## config.mk

```make
export PLATFORM = sky130hd
export DESIGN_NAME = preamble_frame_deframer_top
export DESIGN_NICKNAME = d
export VERILOG_FILES = /design/src/hdl/pfd_pkg.sv /design/src/hdl/pfd_cfg_regs.sv /design/src/hdl/pfd_parser.sv /design/src/hdl/pfd_out_reg.sv /design/src/hdl/preamble_frame_deframer_top.sv
export SDC_FILE = /design/constraint.sdc
export NUM_CORES = 1
export LEC_CHECK = 0
export ABC_AREA = 1
export CELL_PAD_IN_SITES_DETAIL_PLACEMENT = 0
export CELL_PAD_IN_SITES_GLOBAL_PLACEMENT = 1
export CORE_MARGIN = 5
export CORE_UTILIZATION = 43
export CTS_CLUSTER_SIZE = 24
export DETAILED_ROUTE_END_ITERATION = 10
export DONT_BUFFER_PORTS = 1
export PLACE_DENSITY = 0.74
export SYNTH_ARGS = -nofsm -noshare
export SYNTH_HDL_FRONTEND = slang
export SYNTH_SLANG_ARGS = --single-unit
```

## constraint.sdc

```tcl
create_clock -name clk_i -period 2.8 [get_ports clk_i]
set_input_delay 0.42 -clock clk_i [delete_from_list [all_inputs] [get_ports clk_i]]
set_output_delay 0.42 -clock clk_i [all_outputs]
set_load 0.02 [all_outputs]
```

## src/hdl/pfd_pkg.sv

```systemverilog
// Package of the preamble frame deframer: result codes, result type and register map.
package pfd_pkg;

  localparam int unsigned DataW = 8;
  localparam int unsigned SeqW = 16;
  localparam int unsigned LenW = 32;
  localparam int unsigned EventW = 3;
  localparam int unsigned PaddrW = 3;
  localparam int unsigned PdataW = 32;

  localparam logic [DataW-1:0] PreambleReset = 8'h2A;

  // Register index of the preamble value.
  localparam logic [0:0] RegPreamble = 1'b0;

  typedef enum logic [EventW-1:0] {
    EvHeartbeat   = 3'd0,
    EvEmptyData   = 3'd1,
    EvPayload     = 3'd2,
    EvBadPreamble = 3'd3,
    EvBadKind     = 3'd4
  } event_e;

  typedef struct packed {
    event_e            event_res;
    logic              frame_kind;
    logic [SeqW-1:0]   seq_number;
    logic [LenW-1:0]   payload_length;
    logic [DataW-1:0]  payload_byte;
    logic              last_of_frame;
  } result_t;

endpackage

```

## src/hdl/pfd_cfg_regs.sv

```systemverilog
// APB-style configuration register block holding the preamble value.
module pfd_cfg_regs (
  input  logic                          clk_i,
  input  logic                          rst_ni,
  input  logic                          psel,
  input  logic                          penable,
  input  logic                          pwrite,
  input  logic [pfd_pkg::PaddrW-1:0]    paddr,
  input  logic [pfd_pkg::PdataW-1:0]    pwdata,
  output logic [pfd_pkg::PdataW-1:0]    prdata,
  output logic                          pready,
  output logic [pfd_pkg::DataW-1:0]     preamble_o
);

  logic [pfd_pkg::DataW-1:0] preamble_q, preamble_d;
  logic                      reg_hit;

  // Bit 2 of the byte address selects the register; only index zero exists.
  assign reg_hit = (paddr[pfd_pkg::PaddrW-1] == pfd_pkg::RegPreamble);
  assign pready  = 1'b1;

  always_comb begin
    preamble_d = preamble_q;
    if (psel && penable && pwrite && reg_hit) begin
      preamble_d = pwdata[pfd_pkg::DataW-1:0];
    end
  end

  always_ff @(posedge clk_i or negedge rst_ni) begin
    if (!rst_ni) begin
      preamble_q <= pfd_pkg::PreambleReset;
    end else begin
      preamble_q <= preamble_d;
    end
  end

  always_comb begin
    prdata = '0;
    if (reg_hit) begin
      prdata = {{(pfd_pkg::PdataW-pfd_pkg::DataW){1'b0}}, preamble_q};
    end
  end

  assign preamble_o = preamble_q;

endmodule

```

## src/hdl/pfd_parser.sv

```systemverilog
// Frame parser: per-byte state update and result formation.
module pfd_parser (
  input  logic                       clk_i,
  input  logic                       rst_ni,
  input  logic                       step_i,
  input  logic [pfd_pkg::DataW-1:0]  data_byte_i,
  input  logic [pfd_pkg::DataW-1:0]  preamble_i,
  output logic                       res_valid_o,
  output pfd_pkg::result_t           res_o
);

  typedef enum logic [2:0] {
    PhHunt    = 3'd0,
    PhKind    = 3'd1,
    PhSeq     = 3'd2,
    PhLen     = 3'd3,
    PhPayload = 3'd4
  } phase_e;

  phase_e                     phase_q, phase_d;
  logic [1:0]                 idx_q, idx_d;
  logic                       kind_q, kind_d;
  logic [pfd_pkg::SeqW-1:0]   seq_q, seq_d;
  logic [pfd_pkg::LenW-1:0]   len_q, len_d;
  logic [pfd_pkg::LenW-1:0]   remain_q, remain_d;
  logic [pfd_pkg::LenW-1:0]   len_full;
  logic [pfd_pkg::SeqW-1:0]   seq_full;
  logic                       last_byte;

  assign seq_full  = {data_byte_i, seq_q[pfd_pkg::DataW-1:0]};
  assign len_full  = {data_byte_i, len_q[23:0]};
  assign last_byte = (remain_q <= 32'd1);

  always_comb begin
    phase_d     = phase_q;
    idx_d       = idx_q;
    kind_d      = kind_q;
    seq_d       = seq_q;
    len_d       = len_q;
    remain_d    = remain_q;
    res_valid_o = 1'b0;
    res_o       = '0;
    res_o.event_res = pfd_pkg::EvBadPreamble;
    case (phase_q)
      PhHunt: begin
        if (data_byte_i != preamble_i) begin
          res_valid_o     = 1'b1;
          res_o.event_res = pfd_pkg::EvBadPreamble;
        end else begin
          kind_d   = 1'b0;
          seq_d    = '0;
          len_d    = '0;
          remain_d = '0;
          idx_d    = 2'd0;
          phase_d  = PhKind;
        end
      end
      PhKind: begin
        idx_d = 2'd0;
        if (data_byte_i > 8'd1) begin
          phase_d         = PhHunt;
          res_valid_o     = 1'b1;
          res_o.event_res = pfd_pkg::EvBadKind;
        end else begin
          kind_d  = data_byte_i[0];
          phase_d = PhSeq;
        end
      end
      PhSeq: begin
        if (idx_q == 2'd0) begin
          seq_d = {{(pfd_pkg::SeqW-pfd_pkg::DataW){1'b0}}, data_byte_i};
          idx_d = 2'd1;
        end else begin
          seq_d = seq_full;
          idx_d = 2'd0;
          if (!kind_q) begin
            phase_d              = PhHunt;
            res_valid_o          = 1'b1;
            res_o.event_res      = pfd_pkg::EvHeartbeat;
            res_o.seq_number     = seq_full;
            res_o.last_of_frame  = 1'b1;
          end else begin
            len_d   = '0;
            phase_d = PhLen;
          end
        end
      end
      PhLen: begin
        case (idx_q)
          2'd0:    len_d[7:0]   = data_byte_i;
          2'd1:    len_d[15:8]  = data_byte_i;
          2'd2:    len_d[23:16] = data_byte_i;
          default: len_d        = len_full;
        endcase
        if (idx_q != 2'd3) begin
          idx_d = idx_q + 2'd1;
        end else begin
          idx_d = 2'd0;
          if (len_full == '0) begin
            phase_d             = PhHunt;
            res_valid_o         = 1'b1;
            res_o.event_res     = pfd_pkg::EvEmptyData;
            res_o.frame_kind    = 1'b1;
            res_o.seq_number    = seq_q;
            res_o.last_of_frame = 1'b1;
          end else begin
            remain_d = len_full;
            phase_d  = PhPayload;
          end
        end
      end
      PhPayload: begin
        res_valid_o          = 1'b1;
        res_o.event_res      = pfd_pkg::EvPayload;
        res_o.frame_kind     = kind_q;
        res_o.seq_number     = seq_q;
        res_o.payload_length = len_q;
        res_o.payload_byte   = data_byte_i;
        res_o.last_of_frame  = last_byte;
        if (last_byte) begin
          remain_d = '0;
          phase_d  = PhHunt;
        end else begin
          remain_d = remain_q - 32'd1;
        end
      end
      default: begin
        phase_d = PhHunt;
        idx_d   = 2'd0;
      end
    endcase
  end

  always_ff @(posedge clk_i or negedge rst_ni) begin
    if (!rst_ni) begin
      phase_q  <= PhHunt;
      idx_q    <= 2'd0;
      kind_q   <= 1'b0;
      seq_q    <= '0;
      len_q    <= '0;
      remain_q <= '0;
    end else if (step_i) begin
      phase_q  <= phase_d;
      idx_q    <= idx_d;
      kind_q   <= kind_d;
      seq_q    <= seq_d;
      len_q    <= len_d;
      remain_q <= remain_d;
    end
  end

endmodule

```

## src/hdl/pfd_out_reg.sv

```systemverilog
// Result register that holds one result until the downstream side takes it.
module pfd_out_reg (
  input  logic              clk_i,
  input  logic              rst_ni,
  input  logic              load_i,
  input  pfd_pkg::result_t  res_i,
  input  logic              out_ready_i,
  output logic              out_valid_o,
  output logic              free_o,
  output pfd_pkg::result_t  res_o
);

  logic             valid_q, valid_d;
  pfd_pkg::result_t res_q;

  assign free_o = !valid_q || out_ready_i;

  always_comb begin
    valid_d = valid_q;
    if (load_i) begin
      valid_d = 1'b1;
    end else if (out_ready_i) begin
      valid_d = 1'b0;
    end
  end

  always_ff @(posedge clk_i or negedge rst_ni) begin
    if (!rst_ni) begin
      valid_q <= 1'b0;
    end else begin
      valid_q <= valid_d;
    end
  end

  always_ff @(posedge clk_i) begin
    if (load_i) begin
      res_q <= res_i;
    end
  end

  assign out_valid_o = valid_q;
  assign res_o       = res_q;

endmodule

```

## src/hdl/preamble_frame_deframer_top.sv

```systemverilog
// Top level of the preamble frame deframer: byte stream in, frame events out.
//
// The deframer takes one received byte per transfer on the input channel and
// sustains one byte per clock cycle. Each byte passes through the frame
// parser, whose state registers (phase, field byte index, held kind, sequence
// number, payload length and remaining byte count) update in the cycle the
// byte is taken; any result it causes is captured in a single output register
// at that same edge and appears on the output channel in the next cycle. The
// input stays ready while that register is empty or is being emptied in the
// same cycle, so a stalled output blocks input only while a result waits.
// Header bytes (preamble, kind, sequence number, length) cause no result
// except on completion of a heartbeat frame, an empty data frame, or an
// error. A byte that does not match the preamble while hunting gives a bad
// preamble event; a kind byte above one gives a bad kind event and the parser
// returns to hunting. Every payload byte of a data frame gives one payload
// event, the last marked with last_of_frame. The preamble value lives at byte
// address 0 of the configuration port and resets to 0x2A; it should be
// written only while the block is idle.
module preamble_frame_deframer_top (
  input  logic                         clk_i,
  input  logic                         rst_ni,
  // Configuration port.
  input  logic                         psel,
  input  logic                         penable,
  input  logic                         pwrite,
  input  logic [pfd_pkg::PaddrW-1:0]   paddr,
  input  logic [pfd_pkg::PdataW-1:0]   pwdata,
  output logic [pfd_pkg::PdataW-1:0]   prdata,
  output logic                         pready,
  // Input byte channel.
  input  logic                         in_valid_i,
  output logic                         in_ready_o,
  input  logic [pfd_pkg::DataW-1:0]    data_byte_i,
  // Result channel.
  output logic                         out_valid_o,
  input  logic                         out_ready_i,
  output logic [pfd_pkg::EventW-1:0]   event_res_o,
  output logic                         frame_kind_o,
  output logic [pfd_pkg::SeqW-1:0]     seq_number_o,
  output logic [pfd_pkg::LenW-1:0]     payload_length_o,
  output logic [pfd_pkg::DataW-1:0]    payload_byte_o,
  output logic                         last_of_frame_o
);

  logic [pfd_pkg::DataW-1:0] preamble;
  logic                      step;
  logic                      res_valid;
  logic                      out_free;
  pfd_pkg::result_t          res_next;
  pfd_pkg::result_t          res_held;

  pfd_cfg_regs u_cfg (
    .clk_i      (clk_i),
    .rst_ni     (rst_ni),
    .psel       (psel),
    .penable    (penable),
    .pwrite     (pwrite),
    .paddr      (paddr),
    .pwdata     (pwdata),
    .prdata     (prdata),
    .pready     (pready),
    .preamble_o (preamble)
  );

  // A byte is taken whenever the output register can accept a result.
  assign in_ready_o = out_free;
  assign step       = in_valid_i && out_free;

  pfd_parser u_parser (
    .clk_i       (clk_i),
    .rst_ni      (rst_ni),
    .step_i      (step),
    .data_byte_i (data_byte_i),
    .preamble_i  (preamble),
    .res_valid_o (res_valid),
    .res_o       (res_next)
  );

  pfd_out_reg u_out (
    .clk_i       (clk_i),
    .rst_ni      (rst_ni),
    .load_i      (step && res_valid),
    .res_i       (res_next),
    .out_ready_i (out_ready_i),
    .out_valid_o (out_valid_o),
    .free_o      (out_free),
    .res_o       (res_held)
  );

  assign event_res_o      = res_held.event_res;
  assign frame_kind_o     = res_held.frame_kind;
  assign seq_number_o     = res_held.seq_number;
  assign payload_length_o = res_held.payload_length;
  assign payload_byte_o   = res_held.payload_byte;
  assign last_of_frame_o  = res_held.last_of_frame;

endmodule
```

# == Word-level counts from Yosys, hierarchy flattened ==
# Cells that the tools add are included.
# word_totals
ff_bits,156
output_inout_bits,96
elab_cells,120
# op_classes
add_sub_neg,2
order_cmp,2
eq_ne,20
mux,50
bitwise,2
reduce_logical,26
# op_table
op,count
32-bit 2-to-1 mux,6
32-bit one-hot mux with 3 select lines,2
16-bit 2-to-1 mux,4
16-bit one-hot mux with 3 select lines,1
8-bit 2-to-1 mux,5
"32-bit by 1-bit <= comparator with 1-bit output, second input constant",1
32-bit zero test,1
16-bit one-hot mux with 2 select lines,1
"32-bit by 1-bit subtractor with 32-bit output, second input constant",1
6-bit AND reduction,4
20-bit 2-to-1 mux,1
19-bit 2-to-1 mux,1
3-bit 2-to-1 mux,6
"2-bit inequality test, second input constant",9
3-bit one-hot mux with 5 select lines,1
3-bit one-hot mux with 4 select lines,1
1-bit 2-to-1 mux,11
2-bit 2-to-1 mux,5
5-bit AND reduction,2
"8-bit by 1-bit > comparator with 1-bit output, second input constant",1
"2-bit by 1-bit inequality test with 1-bit output, second input constant",4
8-bit inequality test,1
2-bit one-hot mux with 4 select lines,1
4-bit AND reduction,2
other kinds (19),30

# == Depth between registers and ports, before layout ==
# Gate-level depths: netlist of run 1.
# logic_depth
ltp_word,6
ltp_mapped,12

# == Modules after synthesis ==
# From an unflattened synthesis of run 1, not the netlist that was laid out.
# hier_totals
cells_unflattened,992
hier_area_um2,8097.8
# modules_own_cells
mod,instances,cells_each,area_each_um2,seq_area_each_um2
pfd_parser,1,841,5590.4,2152.1
pfd_out_reg,1,66,1876.8,1856.8
pfd_cfg_regs,1,81,613.1,203.9
preamble_frame_deframer_top,1,4,17.5,0.0

# == Worst setup path after synthesis of run 1 ==
# No wires, ideal clock.
# synth_timing
kind,reg-to-reg
start,reg u_parser.phase_q[2]
end,"reg u_out.res_q, in the netlist u_out.res_o[0] (enable)"
setup_ps,415
arrival_ps,2532
required_ps,2385
path_slack_ps,-147
stages_incl_launch_ff,11
period_less_slack_ps,2947
cell_sequence,dfrtp_1 nor2_2 inv_1 nor2_4 inv_1 buf_2 nor2_1 nand2_1 nand3_1 o21ai_0 inv_1
# synth_via
elab_chain_cells,3
word_cells_on_any_way,7
classes_between,eq/ne (4); mux (1); reduce/logical (2)
# synth_lines
element,line,rtl
from (decl),pfd_parser.sv:20,"phase_e phase_q, phase_d;"
from (signal assigned),pfd_parser.sv:136,phase_q <= PhHunt;
from (signal assigned),pfd_parser.sv:143,phase_q <= phase_d;
3-bit equality test (tied with other cells),pfd_parser.sv:44,case (phase_q)
1-bit one-hot mux with 5 select lines *,pfd_parser.sv:44,
1-bit logical AND *,preamble_frame_deframer_top.sv:82,".load_i (step && res_valid),"
net u_out.load_i,pfd_out_reg.sv:5,"input logic load_i,"
to (signal assigned),pfd_out_reg.sv:37,res_q <= res_i;
to (decl),pfd_out_reg.sv:14,pfd_pkg::result_t res_q;
# The timed path passes the listed nets; every way through them passes the cells marked *.
# A chain may end at the register's enable or synchronous reset.

# == Worst setup path after layout of run 1 ==
# layout_timing
start,reg u_parser.idx_q[0]
end,"reg u_out.res_q, in the netlist u_out.res_o[19] (enable)"
# layout_via
elab_chain_cells,4
word_cells_on_any_way,6
classes_between,eq/ne (1); mux (3); reduce/logical (2)
# layout_lines
element,line,rtl
from (decl),pfd_parser.sv:21,"logic [1:0] idx_q, idx_d;"
from (signal assigned),pfd_parser.sv:144,idx_q <= idx_d;
2-bit inequality test or 2-bit zero test (tied branches),"pfd_parser.sv:95, pfd_parser.sv:70",
1-bit 2-to-1 mux (on tied branches),"pfd_parser.sv:95, pfd_parser.sv:70",
1-bit one-hot mux with 5 select lines *,pfd_parser.sv:44,
1-bit logical AND *,preamble_frame_deframer_top.sv:82,
net u_out.load_i,pfd_out_reg.sv:5,
# Marked as above.

==> results of run 1 <==
==> path summary, 6_finish.rpt <==
check,start,end,slack [ps],cells past startpoint
min in group asynchronous,rst_ni,u_parser.remain_q[11],590,2
min reg2reg,u_parser.seq_q[2],u_parser.seq_q[2],470,2
min,data_byte_i[3],u_parser.seq_q[3],110,2
max in group asynchronous,rst_ni,u_cfg.preamble_o[5],1810,2
max reg2reg,u_parser.idx_q[0],u_out.res_o[19],310,8
max,u_parser.idx_q[0],u_out.res_o[19],310,8
==> kinds of logic (layout without fill, tap and decap cells) <==
family / count (synthesis) / after routing / share of synthesized area [%]
simple gates: 524 / 524 / 26.9
compound gates: 109 / 109 / 8.24
flops: 156 / 156 / 52.7
buf+inv: 150 / 143 / 8.99
fa+ha+maj: 7 / 7 / 1.10
other cells: 2 / 25 / 0.0940
xor+xnor: 18 / 18 / 1.97
==> metrics by stage <==
step | power [mW] | utilization, %
5_1_grt | 6.30 | 48.1
3_3_place_gp | 3.78 | 44.7
6_report | 6.04 | 48.1
3_5_place_dp | 3.79 | 44.7
4_1_cts | 6.10 | 48.1
2_1_floorplan | 3.63 | -
==> what timing repair did <==
| action | in CTS | in global routing |
|---|---|---|
| gates resized for setup | 0 | 0 |
| hold endpoints to repair | 95 | 0 |
| hold buffers | 2 | 0 |
==> layer usage <==
metal | global-route usage, % | routed length (um)
met1 | 26.1 | 9180
met2 | 32.6 | 10000
met3 | 3.41 | 847
met4 | 8.94 | 712
met5 | 0 | 0
==> critical path, delay by kind of cell (launching register included) <==
family	cells	cell delay, ps
compound gates	1	300
buf+inv	4	780
simple gates	2	260
flops	1	420
fa+ha+maj	1	430
==> final cells by class <==
cell class,count,share of cell area [%]
flip-flops and latches,156,48.3
multi-input cells,683,36.0
clock buffers,20,5.36
inverters,101,4.40
well taps,229,3.28
repair buffers,10,1.40
clock inverters,12,1.28
==> sequential cells by signal (all words and copies together) (netlist names) <==
| name | flops |
|---|---|
| u_parser.len_q | 32 |
| u_parser.seq_q | 16 |
| u_out.res_o | 61 |
| u_parser.phase_q | 3 |
| u_out.out_valid_o | 1 |
| u_parser.kind_q | 1 |
| u_parser.remain_q | 32 |
| u_parser.idx_q | 2 |
| u_cfg.preamble_o | 8 |
==> where the power goes <==
part / internal (mW) / total (mW) / switching, mW
logic: 0.162 / 0.767 / 0.605
clock network: 1.30 / 2.27 / 0.962
registers: 2.68 / 3.00 / 0.324
total: 4.14 / 6.04 / 1.89
==> layout by cell type (no fill, tap or decap), types with 9 or more instances in the layout <==
cell,n
inv_1,93
xnor2_1,11
nand3_1,44
o21ai_0,29
a21oi_1,10
o21bai_1,9
nand4_1,12
o22ai_1,15
o21ai_2,9
edfxtp_1,61
clkbuf_16,18
dfrtp_1,92
nor2_1,149
nand2_1,297
o21ai_1,26
conb_1,25
==> out/metrics.csv, run 1 <==
stage,metric,value,unit
setup_path,crit_slowest_cell,ha_1,
logic_synthesis,synth-seq-cells,156,
setup_path,worstPathMaxFanout,61,
logic_synthesis,synth.most_common_cell,nand2_1,
clock_tree,postCtsSetupBuffers,0,
setup_path,critPathArrivalTime,2650,ps
finish,diodes,0,
logic_synthesis,netlist_area,0.00799,mm2
outcome,status,completed,
placed_design,pre_cts_slack,352,ps
sta,drv_slew,0,
finish,seq_area,0.00421,mm2
floorplanning,die_x,146,um
finish,fill_cells,1789,
clock_tree,cts.clk_slew.worst_paths,60,ps
clock_tree,clockBufferDepth,2,
global_routing,antenna_found_initial,0,
logic_synthesis,async_flop_share,60.9,%
floorplanning,start_util,44.0,%
clock_tree,root_buffer,clkbuf_16,
logic_synthesis,syn_avg_cell_area,8.27,um2
flow_run,max_cap_violations,0,
global_routing,grt_pass1_wl,33300,um
logic_synthesis,synth-main-ff-cell,dfrtp_1,
logic_synthesis,yosysWarnings,0,
clock_tree,h-tree-depth,4,
min_path,min_path_type,input port to register,
sta,finalSetupViolCount,0,
logic_synthesis,synthTopCellsByCount,"297 x nand2_1, 149 x nor2_1, 94 x inv_1",
finish,area_delta_synth_final,9.27,%
finish,multi_input_area,0.00314,mm2
clock_tree,clk_latency,430,ps
logic_synthesis,yosys.area.top_type,dfrtp_1,
global_routing,grt_max_degree,96,
finish,fin_area,0.00873,mm2
setup_path,crit_path_cell_trace,inv_1 > ha_1 > clkinv_2 > nand2_1 > nand3_1 > o21ai_1 > clkinvlp_4 > buf_12,
clock_tree,clkSinkCount,156,
logic_synthesis,synth_edf_count,61,
placed_design,hpwl,14500,um
setup_path,critPathLaunchType,register,
finish,nets,1026,
sta,clock-skew-final,6.61,ps
clock_tree,cts_tree,yes,
pwr,peakVddDrop,0.447,mV
sta,max_freq,0.402,GHz
detailed_routing,drtIter0Drc,351,
floorplanning,rows,49,
pwr,leakagePower,4.11,nW
logic_synthesis,synth_area_leaders,"dfrtp_1 29%, edfxtp_1 23%, nand2_1 14%",
placed_design,dpl.cell_count,1177,
placed_design,postPlaceCellArea,0.00811,mm2
setup_path,slowest_delay,430,ps
detailed_routing,vias_per_cell,5.06,
setup_path,path_class,register to register,
detailed_routing,drt_pass1_iterations,5,
logic_synthesis,synth_top_area_share,28.8,%
sta,grt_setup_unrepaired,false,
sta,finalHoldViolations,0,
floorplanning,coreArea,0.0181,mm2
finish,drive_gt1_share,8.04,%
sta,min_period_over_period,88.8,%
logic_synthesis,ys_types,36,
detailed_routing,avgRoutedWirePerCell,17.2,um
pwr,powerDensity,691,mW/mm2
floorplanning,die_y,146,um
logic_synthesis,synth_seq_area_share,52.7,%
sta,min_period,2490,ps
global_routing,grt_pass1_vias,5912,
finish,final_cell_count_no_fill,1211,
clock_tree,cts_buffers,17,
setup_path,required,2960,ps
setup_path,end_kind,register,
floorplanning,dieArea,0.0214,mm2
placed_design,place.gp.congestion,0.883,
sta,worst_pin_slew,647,ps
detailed_routing,drc,0,
detailed_routing,drtAntennaViolNets,0,
placed_design,portBuffers,0,
detailed_routing,totalWireLength,20800,um
global_routing,grt_usage,20.0,%
sta,worst_slack,314,ps
sta,max_slew_margin,56.6,%
floorplanning,ios,146,
sta,fin_setup_tns,0,ps
detailed_routing,vias,6132,
global_routing,overflow,0,
sta,holdWs,106,ps
logic_synthesis,syn_inst,966,
Power figures use the tool's default switching activity.
==> run 2: changes to the inputs <==
--- a/config.mk
+++ b/config.mk
@@ -13,7 +13,7 @@
 export CTS_CLUSTER_SIZE = 24
 export DETAILED_ROUTE_END_ITERATION = 10
 export DONT_BUFFER_PORTS = 1
-export PLACE_DENSITY = 0.74
+export PLACE_DENSITY = 0.75
 export SYNTH_ARGS = -nofsm -noshare
 export SYNTH_HDL_FRONTEND = slang
 export SYNTH_SLANG_ARGS = --single-unit
==> run 2 against run 1 <==
  * Power rose by 0.28%
  * Combinational power shrank 0.7%
  * Clock-buffer cell count down 1
  * Via count grew 0.39%
  * Worst hold slack hardly changed
  * Clock skew up 4.2 ps
  * Fmax grew 0.64%
  * Design area is 0.33% higher
  * Setup slack better by 16 ps
  * Sequential power about the same
  * Critical path type unchanged
  * Highest routed layer unchanged
  * Clock power about the same
==> out/metrics.csv, run 2 (same netlist as run 1, synthesis figures left out) <==
stage,metric,value,unit,change
outcome,status,completed,,
setup_path,crit_slowest_cell,ha_1,,
finish,multi_input_area,0.00314,mm2,unchanged
placed_design,postPlaceCellArea,0.00813,mm2,+0.28%
setup_path,critPathLaunchType,register,,
detailed_routing,drt_pass1_iterations,5,,unchanged
sta,min_period_over_period,88.2,%,-0.56 points
sta,finalSetupViolCount,0,,unchanged
floorplanning,ios,146,,unchanged
setup_path,slowest_delay,430,ps,about the same
finish,nets,1029,,+0.29%
finish,fill_cells,1816,,+1.5%
setup_path,worstPathMaxFanout,61,,unchanged
sta,fin_setup_tns,0,ps,unchanged
clock_tree,postCtsSetupBuffers,0,,unchanged
sta,drv_slew,0,,unchanged
setup_path,crit_path_cell_trace,inv_1 > ha_1 > clkinv_2 > nand2_1 > nand3_1 > o21ai_1 > clkinvlp_4 > buf_12,,
floorplanning,die_x,146,um,unchanged
clock_tree,h-tree-depth,4,,unchanged
floorplanning,start_util,44.0,%,unchanged
clock_tree,root_buffer,clkbuf_16,,
min_path,min_path_type,input port to register,,
global_routing,overflow,0,,unchanged
placed_design,hpwl,14500,um,-0.11%
global_routing,grt_max_degree,96,,unchanged
sta,min_period,2470,ps,-15.8 ps
clock_tree,cts.clk_slew.worst_paths,70,ps,about the same
floorplanning,dieArea,0.0214,mm2,unchanged
sta,max_freq,0.405,GHz,+0.64%
setup_path,setup.worst_path.start,u_parser.idx_q[0],,
detailed_routing,vias_per_cell,5.07,,+0.14%
flow_run,max_cap_violations,0,,unchanged
global_routing,grt_pass1_vias,5875,,-0.63%
finish,mostFrequentLayoutCells,"297 x nand2_1, 149 x nor2_1, 93 x inv_1",,
finish,post-route-util,48.3,%,+0.16 points
finish,largest_reg_flops,61,,unchanged
sta,worst_pin_slew,577,ps,-70.1 ps
setup_path,r2r_slack,330,ps,+20 ps
detailed_routing,drc,0,,unchanged
placed_design,pre_cts_slack,360,ps,+7.48 ps
sta,worst_slack,330,ps,+15.8 ps
placed_design,place.gp.congestion,0.890,,+0.83%
setup_path,critPathArrivalTime,2630,ps,-20 ps
min_path,hp-start,data_byte_i[0],,
sta,grt_setup_unrepaired,false,,
detailed_routing,drtAntennaViolNets,0,,unchanged
detailed_routing,avgRoutedWirePerCell,17.1,um,-0.25%
clock_tree,clockBufferDepth,2,,unchanged
finish,seq_area,0.00421,mm2,unchanged
finish,diodes,0,,unchanged
global_routing,grt_usage,19.9,%,-0.033 points
finish,final_common_cell,nand2_1,,
finish,drive_gt1_share,8.43,%,+0.38 points
setup_path,end_kind,register,,
clock_tree,hold_buffers,2,,unchanged
clock_tree,cts_resized,0,,unchanged
detailed_routing,drtIter0Drc,474,,+35%
floorplanning,die_y,146,um,unchanged
detailed_routing,totalWireLength,20800,um,about the same
finish,fin_area,0.00876,mm2,+0.33%
clock_tree,cts_buffers,17,,unchanged
sta,clock-skew-final,10.8,ps,+4.17 ps
pwr,leakagePower,4.13,nW,+0.41%
pwr,peakVddDrop,0.436,mV,-2.5%
sta,max_slew_margin,61.3,%,+4.7 points
clock_tree,clkSinkCount,156,,unchanged
setup_path,path_buf_inv,4,,unchanged
setup_path,required,2960,ps,about the same
setup_path,cp_top_family,buffers and inverters,,
sta,holdWs,106,ps,+0.246 ps
floorplanning,rows,49,,unchanged
finish,area_delta_synth_final,9.63,%,
pwr,powerDensity,691,mW/mm2,about the same
setup_path,r2r-start,u_parser.idx_q[0],,
setup_path,path_class,register to register,,
global_routing,grt_pass1_wl,33300,um,about the same
global_routing,antenna_found_initial,0,,unchanged
detailed_routing,vias,6156,,+0.39%
clock_tree,cts_tree,yes,,
floorplanning,coreArea,0.0181,mm2,unchanged
sta,finalHoldViolations,0,,unchanged
clock_tree,clk_latency,430,ps,about the same
placed_design,portBuffers,0,,unchanged
## run 2: area by class of cell
cell class,instances,share of cell area [%]
well taps,229,3.27
repair buffers,13,1.66
clock buffers,19,5.17
clock inverters,13,1.51
flip-flops and latches,156,48.1
inverters,101,4.39
multi-input cells,683,35.9
## run 2: power breakdown
group	total (mW)	switching (mW)	leakage, nW	internal (mW)
logic	0.762	0.592	1.96	0.170
registers	3.00	0.323	1.89	2.68
clock network	2.29	1.00	0.280	1.29
total	6.05	1.91	4.13	4.14
## run 2: per-stage QoR
step           cells  power [mW]
6_report        1214        6.05
5_1_grt         1214        6.31
4_1_cts         1214        6.12
3_5_place_dp    1180        3.79
3_3_place_gp    1180        3.79
2_1_floorplan    989        3.63
## run 2: path summary, 6_finish.rpt
| kind | endpoint | cells after the start |
|---|---|---|
| setup / recovery | u_out.res_o[24] | 8 |
| hold / removal | u_parser.seq_q[0] | 2 |
| max in group asynchronous | u_cfg.preamble_o[1] | 2 |
| hold reg to reg | u_parser.seq_q[7] | 2 |
| setup reg to reg | u_out.res_o[24] | 8 |
| min in group asynchronous | u_parser.len_q[0] | 2 |
## run 2: per-layer routing
layer / global-route usage [%] / vias to the layer above / part of all wire (%)
met1: 26.3 / 2905 / 45
met5: 0 / - / 0
li1: - / 3051 / -
met3: 4.40 / 32 / 4.8
met4: 7.29 / 0 / 2.5
met2: 32.4 / 168 / 48
==> run 3: changes to the inputs <==
--- a/config.mk
+++ b/config.mk
@@ -13,7 +13,8 @@
 export CTS_CLUSTER_SIZE = 24
 export DETAILED_ROUTE_END_ITERATION = 10
 export DONT_BUFFER_PORTS = 1
-export PLACE_DENSITY = 0.75
+export PLACE_DENSITY = 0.76
 export SYNTH_ARGS = -nofsm -noshare
 export SYNTH_HDL_FRONTEND = slang
+export SYNTH_HIERARCHICAL = 1
 export SYNTH_SLANG_ARGS = --single-unit
==> run 3 against run 2 <==
  * Clock skew is 1.6 ps higher
  * Worst hold slack worse by 7.1 ps
  * Global-route usage is 0.73 points lower
  * Design area is 1.2% higher
  * Clock power is 7% lower
  * Register-to-register slack hardly changed
  * Routed wire length is 2.0% lower
  * Largest cell class unchanged
  * Largest power group unchanged
==> out/metrics.csv, run 3 <==
stage,metric,value,unit,change
global_routing,overflow,0,,unchanged
clock_tree,clk_latency,420,ps,about the same
logic_synthesis,async_flop_share,60.9,%,unchanged
detailed_routing,wl_met3,1370,um,+36%
setup_path,setup.worst_path.start,u_parser/len_q[6],,
detailed_routing,dr_wl_met2,9040,um,-9.4%
sta,max_slew_margin,37.8,%,-23 points
floorplanning,die_x,147,um,+0.64%
clock_tree,h-tree-depth,4,,unchanged
clock_tree,cts_resized,0,,unchanged
setup_path,critPathArrivalTime,2590,ps,-40 ps
finish,post-route-util,47.5,%,-0.73 points
setup_path,critPathLaunchType,register,,
finish,drive_gt1_share,8.51,%,+0.088 points
finish,diodes,0,,unchanged
logic_synthesis,synth_seq_area_share,52.0,%,-0.72 points
placed_design,postPlaceCellArea,0.00825,mm2,+1.4%
floorplanning,start_util,43.4,%,-0.58 points
logic_synthesis,yosys.area.top_type,dfrtp_1,,
global_routing,antenna_found_initial,0,,unchanged
pwr,powerDensity,683,mW/mm2,-1.2%
placed_design,portBuffers,0,,unchanged
setup_path,worstPathMaxFanout,29,,-52%
finish,final_common_cell,nand2_1,,
placed_design,dpl.cell_count,1208,,+2.4%
logic_synthesis,synth-seq-cells,156,,unchanged
finish,nets,1053,,+2.3%
placed_design,place.gp.congestion,0.849,,-4.6%
setup_path,path_class,register to register,,
logic_synthesis,synth-main-ff-cell,dfrtp_1,,
finish,largest_reg_flops,61,,unchanged
finish,area_delta_synth_final,9.43,%,
sta,finalHoldViolations,0,,unchanged
logic_synthesis,synth.most_common_cell,nand2_1,,
pwr,finalPower,6.05,mW,about the same
floorplanning,die_y,147,um,+0.64%
floorplanning,coreArea,0.0186,mm2,+2.7%
setup_path,end_kind,register,,
global_routing,grt_pass1_vias,5867,,-0.14%
detailed_routing,drtAntennaViolNets,0,,unchanged
floorplanning,rows,50,,+2.0%
global_routing,grt_pass1_wl,32700,um,-1.8%
pwr,leakagePower,4.23,nW,+2.3%
detailed_routing,vias_per_cell,5.00,,-1.5%
sta,min_period,2470,ps,-1.23 ps
setup_path,r2r_slack,330,ps,about the same
floorplanning,ios,146,,unchanged
setup_path,cp-endpoint,u_out/res_o[52],,
detailed_routing,drtIter0Drc,556,,+17%
setup_path,reg2regPathDepth,12,,+4
sta,max_freq,0.405,GHz,about the same
clock_tree,cts_buffers,17,,unchanged
detailed_routing,vias,6214,,+0.94%
logic_synthesis,synth_edf_count,61,,unchanged
finish,mostFrequentLayoutCells,"279 x nand2_1, 147 x nor2_1, 94 x inv_1",,
clock_tree,clockBufferDepth,2,,unchanged
sta,min_period_over_period,88.2,%,about the same
logic_synthesis,syn_inst,992,,+2.7%
outcome,status,completed,,
setup_path,r2r-start,u_parser/len_q[6],,
floorplanning,dieArea,0.0217,mm2,+1.3%
sta,holdWs,99.1,ps,-7.07 ps
global_routing,grt_usage,19.2,%,-0.73 points
setup_path,required,2920,ps,-40 ps
logic_synthesis,synthTopCellsByCount,"279 x nand2_1, 147 x nor2_1, 94 x inv_1",,
detailed_routing,avgRoutedWirePerCell,16.4,um,-4.4%
clock_tree,root_buffer,clkbuf_16,,
sta,fin_setup_tns,0,ps,unchanged
placed_design,pre_cts_slack,231,ps,-129 ps
logic_synthesis,synth_top_area_share,28.4,%,-0.39 points
min_path,min_path_type,input port to register,,
sta,grt_setup_unrepaired,false,,
pwr,peakVddDrop,0.400,mV,-8.3%
clock_tree,clkSinkCount,156,,unchanged
sta,drv_slew,0,,unchanged
global_routing,grt_max_degree,96,,unchanged
sta,clock-skew-final,12.3,ps,+1.56 ps
flow_run,max_cap_violations,0,,unchanged
clock_tree,cts.clk_slew.worst_paths,70,ps,about the same
finish,final_cell_count_no_fill,1244,,+2.5%
detailed_routing,totalWireLength,20400,um,-2.0%
detailed_routing,drc,0,,unchanged
placed_design,hpwl,14500,um,about the same
detailed_routing,drt_pass1_iterations,6,,+1
sta,worst_slack,331,ps,+1.23 ps
logic_synthesis,syn_avg_cell_area,8.16,um2,-1.3%
logic_synthesis,ys_types,40,,+11%
logic_synthesis,yosysWarnings,6,,+6
clock_tree,cts_tree,yes,,
logic_synthesis,netlist_area,0.00810,mm2,+1.4%
detailed_routing,wl_met1,9750,um,+5.1%
detailed_routing,top_layer,met4,,
finish,fin_area,0.00886,mm2,+1.2%
setup_path,reg2reg_to,u_out/res_o[52],,
sta,finalSetupViolCount,0,,unchanged
logic_synthesis,synth_area_leaders,"dfrtp_1 28%, edfxtp_1 23%, nand2_1 13%",,
sta,worst_pin_slew,930,ps,+353 ps
## run 3: worst min path at each step
stage                    from             endpoint  slack [ps]  cells after the start
floorplan              rst_ni  u_cfg/preamble_o[0]         120                      0
global placement       rst_ni  u_cfg/preamble_o[6]         130                      0
detailed placement     rst_ni  u_cfg/preamble_o[6]         130                      0
CTS                 pwdata[3]  u_cfg/preamble_o[3]          80                      2
global route        pwdata[3]  u_cfg/preamble_o[3]          90                      2
finish              pwdata[3]  u_cfg/preamble_o[3]         100                      2
## run 3: critical path, cell delays in order (launching register included)
cell and delay, ps:
dfrtp_1 440, nor2_1 130, nand3_1 70, nor2_1 100, nand2_1 90, nor2_1 230
nand3_1 170, nand2_1 140, nor2_2 120, nand3b_1 110, inv_1 70, nor2_4 230
clkbuf_16 270
## run 3: logic make-up after synthesis
logic type	synth area share, %
AND/OR/NAND/NOR	26.6
buffers and inverters	9.04
flip-flops	52.0
AO/OA/AOI/OAI	8.75
XOR/XNOR	2.60
adder cells (fa/ha/maj)	0.927
other	0.0927
## run 3: timing repair
action,4_1_cts,5_1_grt
endpoints found under the hold margin,95,0
hold buffers,2,0
setup endpoints to repair,0,47
buffers inserted,0,1
## run 3: final cells by class
cell class	count	area, um2
multi-input cells	702	3240
repair buffers	17	180
well taps	234	293
clock buffers	19	433
inverters	103	389
clock inverters	13	109
fillers	1864	9780
flip-flops and latches	156	4210
## run 3: report_power, final
group	internal, mW	total, mW	switching (mW)
clock	1.15	2.12	0.968
combinational	0.224	0.911	0.687
sequential	2.68	3.02	0.338
## run 3: routing by layer
layer / GRT usage, % / vias to the layer above
met3: 4.35 / 12
met1: 27.6 / 2875
met4: 5.27 / 0
met5: 0 / -
met2: 29.3 / 202
li1: - / 3125
